`config.mk`:
```
export PLATFORM = sky130hd
export DESIGN_NAME = isrt_cell
export DESIGN_NICKNAME = d
export VERILOG_FILES = /design/src/design/isrt_pkg.sv /design/src/design/isrt_cell.sv
export SDC_FILE = /design/constraint.sdc
export NUM_CORES = 1
export LEC_CHECK = 0
export ABC_AREA = 1
export ABC_CLOCK_PERIOD_IN_PS = 6100
export BUFFER_PORTS_ARGS = -buffer_cell sky130_fd_sc_hd__buf_2
export CELL_PAD_IN_SITES_DETAIL_PLACEMENT = 1
export CELL_PAD_IN_SITES_GLOBAL_PLACEMENT = 1
export CORE_MARGIN = 2
export CORE_UTILIZATION = 34
export CTS_CLUSTER_DIAMETER = 60
export DETAILED_ROUTE_END_ITERATION = 10
export PLACE_DENSITY = 0.82
export SYNTH_ARGS = -nofsm -noshare
export SYNTH_HDL_FRONTEND = slang
export SYNTH_SLANG_ARGS = --single-unit
```
`constraint.sdc`:
```
create_clock -name clk -period 6.1 [get_ports clk]
set_clock_uncertainty 0.15 [all_clocks]
set_input_delay 0.305 -clock clk [delete_from_list [all_inputs] [get_ports clk]]
set_output_delay 0.305 -clock clk [all_outputs]
set_load 0.03 [all_outputs]
```
`src/design/isrt_pkg.sv`:
```
`timescale 1ns / 1ps
// ----------------------------------------------------------------------------
// isrt_pkg: shared types and constants of the insertion sorter
// Holds the data width, the default capacity and the structs that travel
// between the sorter cells and the top level.
// ----------------------------------------------------------------------------
package isrt_pkg;

  // Width of one sorted element.
  localparam int DATA_W = 32;

  // Default capacity of the sorter chain.
  localparam int MAX_ITEMS_DEF = 64;

  // Command broadcast to every cell in a cycle.
  typedef struct packed {
    logic insert;  // place the broadcast value, larger entries move up
    logic shift;   // every entry moves one cell toward the output
  } cell_ctrl_t;

  // What one cell shows to its neighbors.
  typedef struct packed {
    logic                     valid;  // the cell holds an entry
    logic                     gt;     // entry is greater than the broadcast value
    logic signed [DATA_W-1:0] data;   // the entry itself
  } cell_link_t;

endpackage

```
`src/design/isrt_cell.sv`:
```
`timescale 1ns / 1ps
// ----------------------------------------------------------------------------
// isrt_cell: one storage cell of the insertion chain
// Holds one entry, compares it against the broadcast value, and takes either
// the value, its lower neighbor's entry or its upper neighbor's entry.
// ----------------------------------------------------------------------------
module isrt_cell (
  input  logic                               clk,
  input  logic                               rst_n,
  input  isrt_pkg::cell_ctrl_t               ctrl,
  input  logic signed [isrt_pkg::DATA_W-1:0] value,
  input  isrt_pkg::cell_link_t               lower,
  input  isrt_pkg::cell_link_t               upper,
  output isrt_pkg::cell_link_t               link
);

  logic                               valid_r;
  logic                               valid_nxt;
  logic signed [isrt_pkg::DATA_W-1:0] data_r;
  logic signed [isrt_pkg::DATA_W-1:0] data_nxt;
  logic                               gt;
  logic                               take;

  // Only strictly greater entries move up, so equal keys keep arrival order.
  assign gt = valid_r && (data_r > value);

  // An occupied cell takes a new entry when it must move up; an empty cell
  // takes one when it is the first empty place of the chain.
  assign take = valid_r ? gt : lower.valid;

  // Next entry: insertion, shift toward the output, or hold.
  always_comb begin
    valid_nxt = valid_r;
    data_nxt  = data_r;
    if (ctrl.shift) begin
      valid_nxt = upper.valid;
      data_nxt  = upper.data;
    end else if (ctrl.insert && take) begin
      valid_nxt = 1'b1;
      data_nxt  = lower.gt ? lower.data : value;
    end
  end

  // Occupancy flag.
  always_ff @(posedge clk) begin
    if (!rst_n) begin
      valid_r <= 1'b0;
    end else begin
      valid_r <= valid_nxt;
    end
  end

  // Entry storage.
  always_ff @(posedge clk) begin
    data_r <= data_nxt;
  end

  assign link.valid = valid_r;
  assign link.gt    = gt;
  assign link.data  = data_r;

endmodule

```
; Word level (Yosys, flattened, before mapping)
; Cells that the tools add are included.
[word_totals]
inputBits = 104
output_inout_bits = 34
reg_bits = 33
word_cells = 12
[op_classes]
n_mux = 6
n_reduce_logical = 3
n_lt_le_gt_ge = 1
[ops]
columns = operator, n
row1 = $mux 32, 3
row2 = $gt 32x32->1, 1
row3 = $mux 1, 3
row4 = $logic_and 1x1->1, 2
row5 = $reduce_bool 2->1, 1

; Longest topological paths before layout
; Gate-level depths: netlist (run 1).
[depth]
ltp_word = 6
mapped_depth = 18
mapped_depth_nobuf = 18

; Least setup slack after synthesis (run 1)
; OpenSTA, ideal clock, no wires.
[synth_timing]
kind = flip-flop to flip-flop
start = reg data_r[31] (netlist bit)
end = reg data_r[0] (netlist bit), enable pin
arrival_time_ns = 2.338
stages_incl_launch_ff = 12
slack_ns = 3.223
synth_period_minus_slack_ns = 2.877
n_path_buf = 0
setup_time_ns = 0.390
required_ns = 5.560
cell_sequence = edfxtp_1 -> ha_1 -> nand2_1 -> nor2_2 -> nand2_2 -> nor3b_2 -> nand2_1 -> nand3_1 -> nand3_2 -> nand2_1 -> nand2_1 -> nand2_1
[synth_via]
elab_chain_cells = 5
[synth_rtl]
columns = element, line
row1 = "start, declared", isrt_cell.sv:19  ; logic signed [isrt_pkg::DATA_W-1:0] data_r;
row2 = "start signal, assigned", isrt_cell.sv:55  ; data_r <= data_nxt;
row3 = $gt 32x32->1, isrt_cell.sv:25  ; assign gt = valid_r && (data_r > value);
row4 = $logic_and 1x1->1, isrt_cell.sv:25
row5 = $mux 1, isrt_cell.sv:29  ; assign take = valid_r ? gt : lower.valid;
row6 = $logic_and 1x1->1, isrt_cell.sv:38  ; end else if (ctrl.insert && take) begin
row7 = $reduce_bool 2->1 (no line), -
; No other way between the ends.
; A chain may end at the register's enable or synchronous reset.

; Worst setup path in the final report (run 1)
[layout_timing]
start = reg data_r[15] (netlist bit)
end = reg data_r[13] (netlist bit), enable pin
; The elaborated chain is that of the path after synthesis.

==> impl_metrics.csv, run 1 <==
group,metric,value,unit
job,maxCapViolations,0,
place,gp_congestion,0.789,
timing,finalHoldViolCount,0,
timing,min_period,2.94,ns
global_routing,antenna_found_initial,0,
clock_tree,cts_sinks,33,
global_routing,grt_pass1_vias,2736,
power,power.density,199,mW/mm^2
yosys,synth_nets,443,
hold_path,hp-class,"in2reg",
drt,dr.pass1.iters,4,
drt,route.antenna.remaining_nets,0,
die,core,0.00733,mm^2
drt,route.detailed.drc,0,
cells_and_area,finalNetCount,572,
clock_tree,cts_resized,0,
drt,via_per_inst,4.89,
clock_tree,cts_tree,"built",
timing,rsz0062_at_grt,"false",
yosys,yosysSeqAreaShare,0.378,
drt,totalWireLength,7.64,mm
timing,drv_slew,0,
die,die_w,91.4,um
die,ios,138,
clock_tree,clockBufferDepth,2,
drt,num_vias,2617,
worst_setup_path,crit_required,5.90,ns
global_routing,track_usage,0.181,
power,ir_drop,82.7,uV
drt,drtIter0Drc,75,
clock_tree,clkLatencyLatePin,0.28,ns
worst_setup_path,worstPathArrival,2.74,ns
global_routing,grt_max_degree,64,
global_routing,grt_pass1_wl,12.2,mm
timing,fmax,0.340,GHz
place,hpwl,6.15,mm
cells_and_area,layout_common_cells,"136 x buf_2, 71 x nand2_1, 45 x inv_1",
yosys,ys_ff_latch,33,
clock_tree,htreeDepth,2,
cells_and_area,seq_area,981,um^2
cells_and_area,diodes,0,
timing,finalSetupTns,0,ns
yosys,synth_cell_types,24,
clock_tree,ctsHoldBuffers,0,
yosys,synth_area_per_cell,8.46,um^2
cells_and_area,fillCellCount,964,
clock_tree,post_cts_buffers,0,
die,floorplan.initialDensity,0.354,
timing,relSlewSlack,0.282,
power,leakage,1.74,nW
timing,timing.hold.ws,0.131,ns
cells_and_area,final_common_cell,"buf_2",
worst_setup_path,critical_path.max_fanout,22,
timing,fin_crit_sh,0.482,
worst_setup_path,crit_type,"reg2reg",
timing,final-setup-viol-count,0,
cells_and_area,multi_input_area,0.00137,mm^2
worst_setup_path,cp-start-kind,"flop",
die,core.rowCount,31,
die,die_h,91.4,um
cells_and_area,drive_gt1_frac,0.339,
clock_tree,cts-buffers-inserted,5,
yosys,synth_area,0.00260,mm^2
run_status,status,"finished clean",
die,die_area,0.00835,mm^2
yosys,synth_warnings,0,
timing,tightest_slew,1.08,ns
worst_setup_path,worstSetupEndpointType,"flop",
drt,avgRoutedWirePerCell,14.3,um
global_routing,grt_remaining_overflow,0,
clock_tree,path_clk_slew,0.07,ns
cells_and_area,area_growth,31.7,%
yosys,syn_inst,307,
place,io_buffer_count,136,
clock_tree,root_buffer,"clkbuf_8",
## final timing paths
path,start,to,slack [ns],cells past startpoint
worst max-delay path,data_r[15]$_DFFE_PP_,data_r[13]$_DFFE_PP_,3.16,14
worst min-delay path,lower[33],valid_r$_SDFFE_PN0P_,0.13,3
worst max register to register,data_r[15]$_DFFE_PP_,data_r[13]$_DFFE_PP_,3.16,14
worst min register to register,valid_r$_SDFFE_PN0P_,valid_r$_SDFFE_PN0P_,0.38,2
## layout make-up
cell class / instances / share of cell area
Multi-Input combinational cell: 212 / 0.402
Inverter: 47 / 0.0516
Sequential cell: 33 / 0.287
Tap cell: 99 / 0.0362
Timing Repair Buffer: 137 / 0.201
Clock inverter: 1 / 0.00110
Clock buffer: 6 / 0.0212
## worst max-delay path, cell delays in order, from the launching register on
cell	delay, ns
edfxtp_1	0.40
ha_1	0.32
nand2_1	0.07
nor2_1	0.15
nand4_1	0.12
clkinv_1	0.08
nand2_1	0.05
nand2_1	0.08
nand2_1	0.08
nand3_1	0.09
nand3_2	0.08
nand2_1	0.06
nand2_1	0.04
nand2_1	0.41
buf_4	0.42
## sequential cells by signal, indices dropped and copies added, names as in the netlist
name     count
valid_r      1
data_r      32
## logic make-up after synthesis
logic type	synth area share
simple gates	0.151
compound gates	0.224
buf+inv	0.0930
flops	0.378
fa+ha+maj	0.154
## power by group
part | switching [mW] | internal (mW)
Combinational | 0.143 | 0.0906
Clock | 0.0823 | 0.0771
Sequential | 0.0113 | 0.277
## layer usage
| layer | vias to the layer above | GRT usage | wire (um) |
|---|---|---|---|
| li1 | 1313 | - | - |
| met1 | 1229 | 0.213 | 3190 |
| met2 | 69 | 0.325 | 3950 |
| met3 | 6 | 0.0448 | 421 |
| met4 | 0 | 0.0480 | 80 |
| met5 | - | 0 | 0 |
## stage by stage
step	std cells	utilization	power (mW)	instance area, um^2	setup slack (ns)
2_1_floorplan	307	-	0.445	2600	3.22
3_3_place_gp	528	0.456	0.520	3340	3.19
3_5_place_dp	528	0.456	0.530	3340	3.10
4_1_cts	535	0.466	0.691	3420	3.11
5_1_grt	535	0.466	0.725	3420	2.87
6_report	535	0.466	0.681	3420	3.16
## synthesized netlist by cell type
| cell type | number | share of area |
|---|---|---|
| a211oi_1 | 1 | 0.0029 |
| a21o_1 | 1 | 0.0029 |
| a21oi_1 | 20 | 0.039 |
| buf_2 | 1 | 0.0019 |
| buf_4 | 2 | 0.0058 |
| clkbuf_1 | 12 | 0.017 |
| clkinv_1 | 1 | 0.0014 |
| dfxtp_1 | 1 | 0.0077 |
| edfxtp_1 | 32 | 0.37 |
| ha_1 | 32 | 0.15 |
| inv_1 | 45 | 0.065 |
| inv_2 | 1 | 0.0014 |
| nand2_1 | 71 | 0.10 |
| nand2_2 | 1 | 0.0024 |
| nand3_1 | 4 | 0.0077 |
| nand3_2 | 1 | 0.0039 |
| nand3b_1 | 1 | 0.0029 |
| nand4_1 | 2 | 0.0048 |
| nor2_1 | 12 | 0.017 |
| nor2_2 | 2 | 0.0048 |
| nor3b_2 | 1 | 0.0048 |
| o211ai_1 | 29 | 0.084 |
| o21a_1 | 31 | 0.090 |
| o21ai_0 | 3 | 0.0058 |
No activity file was read; power rests on OpenSTA's default activity.
==> run 2, diff against run 1 <==
--- a/config.mk
+++ b/config.mk
@@ -6,15 +6,15 @@
 export NUM_CORES = 1
 export LEC_CHECK = 0
 export ABC_AREA = 1
-export ABC_CLOCK_PERIOD_IN_PS = 6100
+export ABC_CLOCK_PERIOD_IN_PS = 3100
 export BUFFER_PORTS_ARGS = -buffer_cell sky130_fd_sc_hd__buf_2
 export CELL_PAD_IN_SITES_DETAIL_PLACEMENT = 1
 export CELL_PAD_IN_SITES_GLOBAL_PLACEMENT = 1
 export CORE_MARGIN = 2
-export CORE_UTILIZATION = 34
+export CORE_UTILIZATION = 32
 export CTS_CLUSTER_DIAMETER = 60
 export DETAILED_ROUTE_END_ITERATION = 10
-export PLACE_DENSITY = 0.82
+export PLACE_DENSITY = 0.77
 export SYNTH_ARGS = -nofsm -noshare
 export SYNTH_HDL_FRONTEND = slang
 export SYNTH_SLANG_ARGS = --single-unit
==> constraint.sdc (replaced) <==
create_clock -name clk -period 3.1 [get_ports clk]
set_clock_uncertainty 0.15 [all_clocks]
set_input_delay 0.155 -clock clk [delete_from_list [all_inputs] [get_ports clk]]
set_output_delay 0.155 -clock clk [all_outputs]
set_load 0.03 [all_outputs]
==> run 2 against run 1 <==
  * Global-route usage is 0.84 points higher
  * Design area grew 8.6%
  * The run now ends with negative hold slack left
  * Highest routed layer unchanged
  * Non-clock buffer count grew 29
  * Sequential power increased by 97%
  * Critical path depth down 2
==> impl_metrics.csv, run 2 (synthesized netlist as in run 1, its figures left out) <==
group,metric,value,unit
run_status,status,"finished, violations left",
run_status,violations,"negative hold slack",
cells_and_area,drive_gt1_frac,0.328,
die,core,0.00781,mm^2
place,gp_congestion,0.777,
cells_and_area,stdcell_area,0.00371,mm^2
global_routing,grt_pass1_wl,13.2,mm
clock_tree,htreeDepth,2,
drt,num_vias,2743,
clock_tree,cts_tree,"built",
timing,relSlewSlack,0.286,
drt,drtIter0Drc,42,
cells_and_area,largest_register_ffs,32,
global_routing,grt_remaining_overflow,0,
die,core.rowCount,32,
power,power.density,373,mW/mm^2
worst_setup_path,worstSetupEndpointType,"flop",
worst_setup_path,worst-path-buf-inv,1,
worst_setup_path,slowest_delay,0.41,ns
die,die_w,94.1,um
worst_setup_path,crit_required,2.93,ns
die,ios,138,
timing,min_period,2.42,ns
cells_and_area,diodes,0,
clock_tree,cts-buffers-inserted,5,
die,floorplan.initialDensity,0.333,
worst_setup_path,worstPathArrival,2.25,ns
timing,fin_crit_sh,0.782,
place,place_ws,0.647,ns
power,leakage,1.87,nW
drt,dr.pass1.iters,4,
timing,finalHoldViolCount,1,
timing,rsz0062_at_grt,"false",
clock_tree,clkLatencyLatePin,0.29,ns
global_routing,antenna_found_initial,0,
cells_and_area,final_common_cell,"buf_2",
timing,finalSetupTns,0,ns
worst_setup_path,cp-start-kind,"flop",
power,finalPower,1.38,mW
cells_and_area,fillCellCount,980,
cells_and_area,top_register,"data_r",
global_routing,grt_max_degree,63,
clock_tree,cts_resized,0,
die,die_h,94.1,um
place,hpwl,6.18,mm
worst_setup_path,r2r_cells,12,
drt,route.antenna.remaining_nets,0,
drt,via_per_inst,4.83,
drt,totalWireLength,8.17,mm
timing,drv_slew,0,
cells_and_area,area_growth,43.0,%
die,die_area,0.00885,mm^2
drt,avgRoutedWirePerCell,14.4,um
worst_setup_path,critical_path.slowest_cell,"edfxtp_1",
clock_tree,clockBufferDepth,2,
place,placed_area,0.00337,mm^2
timing,setup_ws,0.675,ns
drt,route.detailed.drc,0,
clock_tree,cts_sinks,33,
power,ir_drop,157,uV
worst_setup_path,cp_common_cell,"nand2_1",
global_routing,track_usage,0.189,
worst_setup_path,path_cells,"ha_1 > nand2_1 > nor2_2 > nand2_2 > nor3b_2 > nand2_1 > nand3_1 > nand3_2 > nand2_1 > nand2_1 > nand2_1 > buf_4",
worst_setup_path,critPathTopFamily,"simple AND/OR/NAND/NOR gates",
timing,final-setup-viol-count,0,
timing,tightest_slew,1.07,ns
cells_and_area,biggestRegsByFlops,"data_r: 32 flops, valid_r: 1 flops",
cells_and_area,finalNetCount,601,
clock_tree,root_buffer,"clkbuf_8",
timing,timing.hold.ws,-0.00185,ns
worst_setup_path,crit_type,"reg2reg",
cells_and_area,layout_common_cells,"136 x buf_2, 71 x nand2_1, 45 x inv_1",
worst_setup_path,cp.depth,12,
worst_setup_path,critical_path.max_fanout,16,
place,io_buffer_count,136,
timing,fmax,0.412,GHz
worst_setup_path,r2r_slack,0.68,ns
hold_path,min_path_cells,2,
clock_tree,post_cts_buffers,0,
hold_path,hp-class,"in2reg",
job,maxCapViolations,0,
clock_tree,path_clk_slew,0.07,ns
global_routing,grt_pass1_vias,2981,
[run 2: changes by cell type in the layout (fill, tap and decap cells not counted), sizes merged]
| cell | before | now |
|---|---|---|
| clkinv | 2 | 3 |
| buf | 137 | 140 |
| dlygate4sd3 | 0 | 26 |
[run 2: what timing repair did]
action,in CTS,in global routing
hold buffers,26,0
endpoints found under the hold margin,24,0
setup endpoints to repair,0,0
[run 2: report_power, final]
group | switching (mW) | leakage, nW | internal [mW] | total, mW
Clock | 0.170 | 0.0450 | 0.156 | 0.326
Combinational | 0.288 | 1.50 | 0.203 | 0.491
Sequential | 0.0229 | 0.324 | 0.545 | 0.568
Total | 0.481 | 1.87 | 0.904 | 1.38
[run 2: per-layer routing]
metal  vias up  share of wire  GRT usage
met3        13          0.045     0.0401
met4         0          0.015     0.0580
met5         -              0          0
met1      1289           0.41      0.209
met2        75           0.53      0.358
li1       1366              -          -
[run 2: per-stage QoR]
stage | utilization | cells
2_1_floorplan | - | 307
3_3_place_gp | 0.432 | 534
3_5_place_dp | 0.432 | 534
4_1_cts | 0.475 | 568
5_1_grt | 0.475 | 568
6_report | 0.475 | 568
[run 2: path summary, 6_finish.rpt]
| kind | end | start |
|---|---|---|
| worst max-delay path | data_r[2]$_DFFE_PP_ | data_r[31]$_DFFE_PP_ |
| worst min-delay path | data_r[19]$_DFFE_PP_ | upper[19] |
| worst max register to register | data_r[2]$_DFFE_PP_ | data_r[31]$_DFFE_PP_ |
| worst min register to register | data_r[23]$_DFFE_PP_ | valid_r$_SDFFE_PN0P_ |
[run 2: cell type report]
type	instances	area (um^2)	share of cell area
Multi-Input combinational cell	212	1370	0.370
Sequential cell	33	981	0.264
Timing Repair Buffer	166	971	0.262
Inverter	47	176	0.0475
Tap cell	102	128	0.0344
Clock buffer	6	72.6	0.0195
Clock inverter	2	10.0	0.00270
==> run 3, diff against run 2 <==
--- a/config.mk
+++ b/config.mk
@@ -5,8 +5,8 @@
 export SDC_FILE = /design/constraint.sdc
 export NUM_CORES = 1
 export LEC_CHECK = 0
-export ABC_AREA = 1
-export ABC_CLOCK_PERIOD_IN_PS = 3100
+export ABC_AREA = 0
+export ABC_CLOCK_PERIOD_IN_PS = 2400
 export BUFFER_PORTS_ARGS = -buffer_cell sky130_fd_sc_hd__buf_2
 export CELL_PAD_IN_SITES_DETAIL_PLACEMENT = 1
 export CELL_PAD_IN_SITES_GLOBAL_PLACEMENT = 1
@@ -14,7 +14,7 @@
 export CORE_UTILIZATION = 32
 export CTS_CLUSTER_DIAMETER = 60
 export DETAILED_ROUTE_END_ITERATION = 10
-export PLACE_DENSITY = 0.77
+export PLACE_DENSITY = 0.76
 export SYNTH_ARGS = -nofsm -noshare
 export SYNTH_HDL_FRONTEND = slang
 export SYNTH_SLANG_ARGS = --single-unit
==> constraint.sdc (replaced) <==
create_clock -name clk -period 2.4 [get_ports clk]
set_clock_uncertainty 0.15 [all_clocks]
set_input_delay 0.12 -clock clk [delete_from_list [all_inputs] [get_ports clk]]
set_output_delay 0.12 -clock clk [all_outputs]
set_load 0.03 [all_outputs]
==> run 3 against run 2 <==
  * The run ends with negative hold slack, negative setup slack left
  * Clock power grew 28%
  * Design area grew 10%
  * Via count shrank 3.2%
  * Die area shrank 1.9%
  * Routed wire length grew 3.9%
  * Total power grew 41%
  * Largest cell class unchanged
  * Hold slack lost 0.0049 ns
  * Non-clock buffer count grew 18
  * Clock-buffer cell count is the same
  * Register-to-register slack lost 0.78 ns
  * Utilization grew 5.4 points
==> impl_metrics.csv, run 3 <==
group,metric,value,unit
run_status,status,"finished, violations left",
run_status,violations,"negative hold slack, negative setup slack",
clock_tree,cts_tree,"built",
yosys,synth_cell_types,31,
timing,setup_ws,-0.205,ns
worst_setup_path,worstPathArrival,2.33,ns
timing,finalSetupTns,-3.22,ns
power,finalPower,1.96,mW
yosys,synth-main-ff-cell,"edfxtp_1",
drt,drtIter0Drc,35,
job,maxCapViolations,0,
die,core,0.00773,mm^2
worst_setup_path,cp-start-kind,"flop",
worst_setup_path,crit_type,"reg2out",
yosys,synth_area,0.00254,mm^2
cells_and_area,area_growth,60.9,%
die,ios,138,
drt,totalWireLength,8.49,mm
clock_tree,clkLatencyLatePin,0.29,ns
place,hpwl,6.26,mm
cells_and_area,top_register,"data_r",
place,gp_congestion,0.709,
yosys,synth_nets,407,
cells_and_area,final_common_cell,"buf_2",
cells_and_area,fillCellCount,934,
cells_and_area,drive_gt1_frac,0.436,
drt,num_vias,2654,
timing,relSlewSlack,0.602,
yosys,async_flop_share,0,
yosys,yosys.area.top_type,"edfxtp_1",
drt,avgRoutedWirePerCell,15.4,um
drt,route.detailed.drc,0,
cells_and_area,diodes,0,
clock_tree,path_clk_slew,0.07,ns
timing,tightest_slew,0.597,ns
cells_and_area,multi_input_area,0.00161,mm^2
timing,finalHoldViolCount,2,
cells_and_area,finalNetCount,585,
drt,route.antenna.remaining_nets,0,
cells_and_area,layout_common_cells,"135 x buf_2, 42 x nand2_1, 36 x o21ai_0",
yosys,synth_top_area_frac,0.378,
timing,fmax,0.384,GHz
clock_tree,cts_sinks,33,
power,intPower,1.27,mW
global_routing,grt_pass1_wl,13.9,mm
worst_setup_path,critical_path.max_fanout,3,
timing,min_period,2.60,ns
clock_tree,clockBufferDepth,2,
yosys,yosysMostFrequentCell,"nand2_1",
cells_and_area,largest_register_ffs,32,
power,ir_drop,214,uV
place,dp.cells,508,
yosys,synth_warnings,0,
worst_setup_path,path_cells,"ha_4 > buf_6 > nand4_1 > nor2_2 > a22oi_2 > o211ai_1 > or3_1 > a21boi_1 > buf_4",
worst_setup_path,worst-path-buf-inv,2,
timing,fin_crit_sh,1.09,
die,core.rowCount,32,
timing,drv_slew,0,
global_routing,antenna_found_initial,0,
yosys,yosysSeqAreaShare,0.385,
drt,via_per_inst,4.81,
power,power_frac_clock,0.213,
yosys,syn_inst,271,
yosys,synth-edff-count,32,
clock_tree,htreeDepth,2,
drt,dr.pass1.iters,4,
worst_setup_path,critical_path.slowest_cell,"edfxtp_1",
die,floorplan.initialDensity,0.329,
power,p_switching,0.686,mW
yosys,ys_ff_latch,33,
worst_setup_path,worstSetupEndpointType,"primary output",
place,io_buffer_count,136,
cells_and_area,stdcell_count,552,
yosys,synth_area_per_cell,9.39,um^2
yosys,ys_top_cells_by_area,"edfxtp_1 38%, ha_1 16%, mux2i_1 13%, o21ai_0 7.5%, nand2_1 6.3%",
die,die_area,0.00868,mm^2
yosys,synthTopCellsByCount,"43 x nand2_1, 38 x o21ai_0, 34 x inv_1",
global_routing,grt_max_degree,35,
power,power.density,477,mW/mm^2
power,leakage,1.99,nW
die,die_h,93.2,um
global_routing,track_usage,0.201,
hold_path,hp-class,"in2reg",
worst_setup_path,slowest_delay,0.44,ns
power,pwr-share-seq,0.386,
timing,final-setup-viol-count,33,
worst_setup_path,r2r-start,"data_r[5]$_DFFE_PP_",
worst_setup_path,cp-startpoint,"data_r[25]$_DFFE_PP_",
hold_path,hp-start,"upper[21]",
clock_tree,cts-buffers-inserted,5,
cells_and_area,biggestRegsByFlops,"data_r: 32 flops, valid_r: 1 flops",
power,p_sw_frac,0.351,
timing,rsz0062_at_grt,"true",
clock_tree,root_buffer,"clkbuf_8",
cells_and_area,seq_area,981,um^2
global_routing,grt_remaining_overflow,0,
timing,timing.hold.ws,-0.00677,ns
worst_setup_path,critPathTopFamily,"simple AND/OR/NAND/NOR gates",
global_routing,grt_pass1_vias,2941,
power,pwr-share-comb,0.402,
worst_setup_path,crit_required,2.13,ns
die,die_w,93.2,um
## run 3: cell count changes after synthesis, moves of 4 or more
cell | before | now
clkbuf_1 | 12 | 8
inv_1 | 45 | 34
a21oi_1 | 20 | 13
o211ai_1 | 29 | 2
o21ai_0 | 3 | 38
nand2_1 | 71 | 43
mux2i_1 | 0 | 32
o21a_1 | 31 | 0
nor2_1 | 12 | 4
nand4_1 | 2 | 6
## run 3: metrics by stage
stage | worst slack (ns) | hold slack, ns | cell area [um^2] | util
floorplan | -0.102 | 0.108 | 2600 | -
global placement | -0.0858 | 0.234 | 3460 | 0.448
detailed placement | -0.138 | 0.247 | 3460 | 0.448
CTS | -0.198 | 0.000211 | 4000 | 0.517
global route | -0.346 | 0.0197 | 4100 | 0.530
finish | -0.205 | -0.00677 | 4100 | 0.530
## run 3: worst paths after layout
check / cells past startpoint / slack (ns) / to
max: 9 / -0.20 / link[32]
min: 3 / -0.007 / data_r[21]$_DFFE_PP_
max reg2reg: 8 / -0.10 / data_r[2]$_DFFE_PP_
min reg2reg: 4 / 0.83 / data_r[11]$_DFFE_PP_
## run 3: cells by family after synthesis
group                      synth area share
and+or+nand+nor                       0.117
AOI/OAI and AO/OA                     0.141
buffers and inverters                0.0737
DFF                                   0.385
muxes                                 0.126
adders and majority gates             0.157
## run 3: power groups by stage
stage                     Sequential (mW)  Combinational [mW]  Clock [mW]
after global routing                0.762               0.869       0.450
after floorplan                     0.875               0.274           0
after detailed placement            0.761               0.653           0
final                               0.754               0.785       0.416
after CTS                           0.751               0.754       0.421
after global placement              0.756               0.633           0
## run 3: area by class of cell
class,instances,share of cell area
Clock buffer,6,0.0177
Clock inverter,2,0.00244
Inverter,34,0.0312
Multi-Input combinational cell,191,0.394
Sequential cell,33,0.240
Tap cell,102,0.0312
Timing Repair Buffer,184,0.284
## run 3: per-layer routing
layer,track usage,routed length (um)
met1,0.235,3470
met4,0.0441,123
met2,0.371,4310
met3,0.0483,591
met5,0,0
## run 3: repair_timing
item / 4_1_cts / 5_1_grt
pin swaps: 18 / 12
setup endpoints to repair: 33 / 33
buffers inserted: 8 / 3
hold buffers: 25 / 0
hold endpoints to repair: 24 / 0
resized for setup: 21 / 11
## run 3: worst register-to-register path: cells and delay by family (launching register included)
family,cells,cell delay (ns)
AOI/OAI and AO/OA,2,0.40
buffers and inverters,1,0.16
adders and majority gates,1,0.30
DFF,1,0.44
and+or+nand+nor,4,0.81
